`src/sv/sip_pkg.sv`:
```
package sip_pkg;

    localparam int COORD_BITS = 16;
    // datapath uses at most 19 coordinate bits
    localparam int DW    = (COORD_BITS > 19) ? 19 : COORD_BITS;
    localparam int DIFW  = DW + 1;
    localparam int PRODW = 2 * DIFW;
    localparam int DEMW  = PRODW + 1;
    localparam int MAGW  = PRODW;
    localparam int LOW   = MAGW / 2;
    localparam int HIW   = MAGW - LOW;
    localparam int NW    = MAGW + DIFW;
    localparam int QW    = DIFW + 1;
    localparam int RW    = NW + 2;
    localparam int D2W   = MAGW + 1;
    localparam int SW    = COORD_BITS + QW;

    localparam int QDEPTH = 8;
    localparam int QAW    = 3;

    typedef enum logic [1:0] {
        ST_NO_CROSS = 2'd0,
        ST_PARALLEL = 2'd1,
        ST_CROSS    = 2'd2
    } t_status;

    typedef struct packed {
        logic signed [COORD_BITS-1:0] first_start_x;
        logic signed [COORD_BITS-1:0] first_start_y;
        logic signed [COORD_BITS-1:0] first_end_x;
        logic signed [COORD_BITS-1:0] first_end_y;
        logic signed [COORD_BITS-1:0] second_start_x;
        logic signed [COORD_BITS-1:0] second_start_y;
        logic signed [COORD_BITS-1:0] second_end_x;
        logic signed [COORD_BITS-1:0] second_end_y;
    } t_in;

    typedef struct packed {
        t_status                      cross_status;
        logic signed [COORD_BITS-1:0] point_x;
        logic signed [COORD_BITS-1:0] point_y;
    } t_out;

    typedef struct packed {
        t_status              st;
        logic signed [DEMW-1:0] an;
        logic signed [DEMW-1:0] dem;
        logic signed [DIFW-1:0] ax;
        logic signed [DIFW-1:0] ay;
        logic signed [DW-1:0]   sx;
        logic signed [DW-1:0]   sy;
    } t_cls;

endpackage

```
`src/sv/sip_queue.sv`:
```
module sip_queue (
    input  logic          i_clk,
    input  logic          i_rst_n,
    input  logic          i_push,
    input  sip_pkg::t_cls i_cls,
    input  logic          i_pop,
    output logic          o_empty,
    output sip_pkg::t_cls o_cls
);
    import sip_pkg::*;

    t_cls           r_mem [QDEPTH];
    logic [QAW-1:0] r_wr, r_rd;
    logic [QAW:0]   r_cnt;

    always_ff @(posedge i_clk) begin
        if (!i_rst_n) begin
            r_wr  <= '0;
            r_rd  <= '0;
            r_cnt <= '0;
        end else begin
            if (i_push) r_wr <= r_wr + 1'b1;
            if (i_pop)  r_rd <= r_rd + 1'b1;
            r_cnt <= r_cnt + (QAW+1)'(i_push) - (QAW+1)'(i_pop);
        end
        if (i_push) r_mem[r_wr] <= i_cls;
    end

    assign o_empty = (r_cnt == '0);
    assign o_cls   = r_mem[r_rd];

endmodule

```
`config.mk`:
```
export PLATFORM = sky130hd
export DESIGN_NAME = sip_queue
export DESIGN_NICKNAME = d
export VERILOG_FILES = /design/src/sv/sip_pkg.sv /design/src/sv/sip_queue.sv
export SDC_FILE = /design/constraint.sdc
export NUM_CORES = 1
export LEC_CHECK = 0
export BUFFER_PORTS_ARGS = -buffer_cell sky130_fd_sc_hd__buf_2
export CAP_MARGIN = 10
export CORE_UTILIZATION = 55
export CTS_CLUSTER_DIAMETER = 30
export DETAILED_ROUTE_END_ITERATION = 10
export PLACE_DENSITY = 0.81
export SLEW_MARGIN = 25
export SYNTH_ARGS = -nofsm -noshare
export SYNTH_HDL_FRONTEND = slang
export SYNTH_SLANG_ARGS = --single-unit
```
`constraint.sdc`:
```
create_clock -name i_clk -period 20.9 [get_ports i_clk]
set_input_delay 3.135 -clock i_clk [delete_from_list [all_inputs] [get_ports i_clk]]
set_output_delay 3.135 -clock i_clk [all_outputs]
set_load 0.05 [all_outputs]
```
==> flow_summary.toml <==
[drt]
via_per_inst = 5.85
drtPass1Iterations = 5
drc = 0
wl_per_cell_um = 26.4
dr_total_vias = 19100
first_iter_violations = 1334
wirelength_um = 86300
final_antenna_net_count = 0

[clock_tree]
ctsResizeCount = 0
cts_sinks = 1117
path_clk_slew_ps = 40
postCtsSetupRepairBufs = 0
hold_buffers = 0
clockBufferDepth = 3
cts_root_buffer = "clkbuf_16"
cts_made_buffers = 179
cts_tree = "built"
clock_latency_ps = 740
ctsHtreeMaxLevel = 4

[timing]
fmax_ghz = 0.141
rsz0062_at_grt = "false"
post-route-min-period_ps = 7070
hold_viol_final = 0
setup-tns-final_ps = 0
slew_viol_final = 0
finalCritPeriodShare_pct = 33.8
fin_skew_ps = 33.0
holdWs_ps = 538
worstMarginPinSlew_ps = 1080
maxSlewHeadroom_pct = 27.7
setup_viol = 0
setup_slack_ps = 13830

[logic_synthesis]
syn_nets = 1812
synth_cells = 1662
yosys_most_used_dff = "edfxtp_1"
synth_edf_count = 1104
synth-seq-area-share_pct = 78.6
synth_cell_types = 25
synth_area_mm2 = 0.0425
syn_avg_cell_area_um2 = 25.6
ys_warn_count = 0
synth-seq-cells = 1117
async_reset_ff_share_pct = 0

[worst_setup_path]
cpMaxStageDelayCell = "buf_4"
startpoint_type = "flip-flop"
critPathBufInv = 3
worstPathMaxFanout = 58
crit_arrival_ps = 3930
end_kind = "output port"
path_cells = "buf_4 > buf_6 > mux4_1 > mux2_2 > buf_2"
path_delay_family = "buffers and inverters"
critPathMaxStageDelay_ps = 700
crit_type = "reg2out"
required_ps = 17770

[power]
finalPower_mw = 6.08
switching_share_pct = 23.7
p_comb_share_pct = 8.4
p_clk_share_pct = 49.7
p_int_mw = 4.64
seq_power_share_pct = 41.9
cellPowerDensity_mw_per_mm2 = 118
leakage_nw = 16.9
ir_drop_v = 0.000141
p_sw_mw = 1.44

[placed_design]
gp_congestion = 0.724
place_ws_ps = 13990
port_buffers = 280
numPlacedInstances = 2914
placed_area_mm2 = 0.0450
dpl.hpwl_um = 41200

[die]
die_h_um = 280
die_area_mm2 = 0.0784
io-pin-count = 281
num_rows = 101
initial_core_util_pct = 55.8
die_w_um = 280
core_mm2 = 0.0762

[cells_and_area]
multi_input_area_mm2 = 0.00860
areaGrowthSynthToFinish_pct = 20.9
num-fill-cells = 4512
drive_above_1_share_pct = 41.3
finish.utilization_pct = 67.4
area.sequential_mm2 = 0.0334
final_cells = 3263
design_area_mm2 = 0.0514
fin_nets = 2216

[min_path]
hp-class = "reg2reg"

[global_routing]
grt_antenna_before_repair = 22
gr-total-overflow = 0
grt_pass1_vias = 20800
grt_use_total_pct = 22.3
grt_max_degree = 179
grt_pass1_wl_um = 127000

[outcome]
status = "completed"

[job]
max-cap-violations = 0
-- power by group through the flow --
stage	logic (mW)	clock network, mW	registers [mW]
after floorplan	0.381	0	2.59
after global placement	0.503	0	2.59
after detailed placement	0.512	0	2.59
after CTS	0.518	3.07	2.55
after global routing	0.537	3.16	2.55
final	0.510	3.02	2.55
-- cells in the mapped netlist, types with 3 or more instances --
library cell	count	area (µm²)
nand2_1	5	18.8
nor2b_1	3	18.8
inv_1	7	26.3
buf_2	7	35.0
dfxtp_1	13	260
and2_1	7	43.8
xnor2_1	3	26.3
nand2b_1	4	25.0
edfxtp_1	1104	33200
buf_6	25	282
buf_8	3	45.0
nor2_1	6	22.5
clkbuf_1	25	93.8
mux2i_1	3	30.0
buf_1	18	67.6
mux2_2	138	1550
ha_1	7	87.6
mux4_1	116	3050
mux4_2	160	3600
-- cell usage in the layout (no fill, tap or decap), types with 13 or more instances in the layout --
cell        count
buf_2         280
bufinv_16      25
clkbuf_1       13
clkbuf_16     183
clkinv_1       17
clkinv_2       24
clkinv_4       17
clkinvlp_4     21
edfxtp_1     1104
inv_6          27
mux2_2        138
mux4_1        116
mux4_2        160
-- final timing paths --
kind	start	end	slack, ps	cells after the start
worst max-delay path	flip-flop	o_cls[55]	13830	5
worst max register to register	r_wr[0]	r_mem[3][88]	18060	3
worst min-delay path	r_rd[1]	flip-flop	540	2
worst min register to register	r_rd[1]	flip-flop	540	2
-- logic make-up (layout without fill, tap and decap cells) --
logic type | Yosys count | in the layout | share of synthesized area [%]
other cells | 0 | 10 | 0
fa+ha+maj | 8 | 8 | 0.253
xor+xnor | 5 | 5 | 0.103
buf+inv | 85 | 646 | 1.29
simple gates | 28 | 28 | 0.341
compound gates | 2 | 2 | 0.0294
mux | 417 | 417 | 19.4
flops | 1117 | 1117 | 78.6
-- area by class of cell --
class / instances / area share, %
repair buffers: 301 / 3.29
multi-input cells: 460 / 16.7
diodes: 10 / 0.0487
well taps: 1030 / 2.51
flip-flops and latches: 1117 / 65.0
inverters: 7 / 0.0511
clock inverters: 142 / 3.34
clock buffers: 196 / 9.01
-- tightest hold or removal path, cell delays in order (launching register included) --
cell and delay (ps):
dfxtp_1 310, mux2i_1 120, nor2b_1 70
-- metal layers --
| layer | up-vias | GRT usage (%) | part of all wire, % |
|---|---|---|---|
| met4 | 20 | 8.29 | 2.6 |
| li1 | 8142 | - | - |
| met1 | 10100 | 26.7 | 38 |
| met2 | 617 | 38.9 | 53 |
| met3 | 179 | 5.94 | 6.0 |
| met5 | - | 0 | 0.17 |
-- sequential cells by signal, indices dropped and copies added (netlist names), named ones only --
signal  count
r_rd        3
r_cnt       4
r_mem    1104
r_wr        3
No activity file was read; power rests on OpenSTA's default activity.
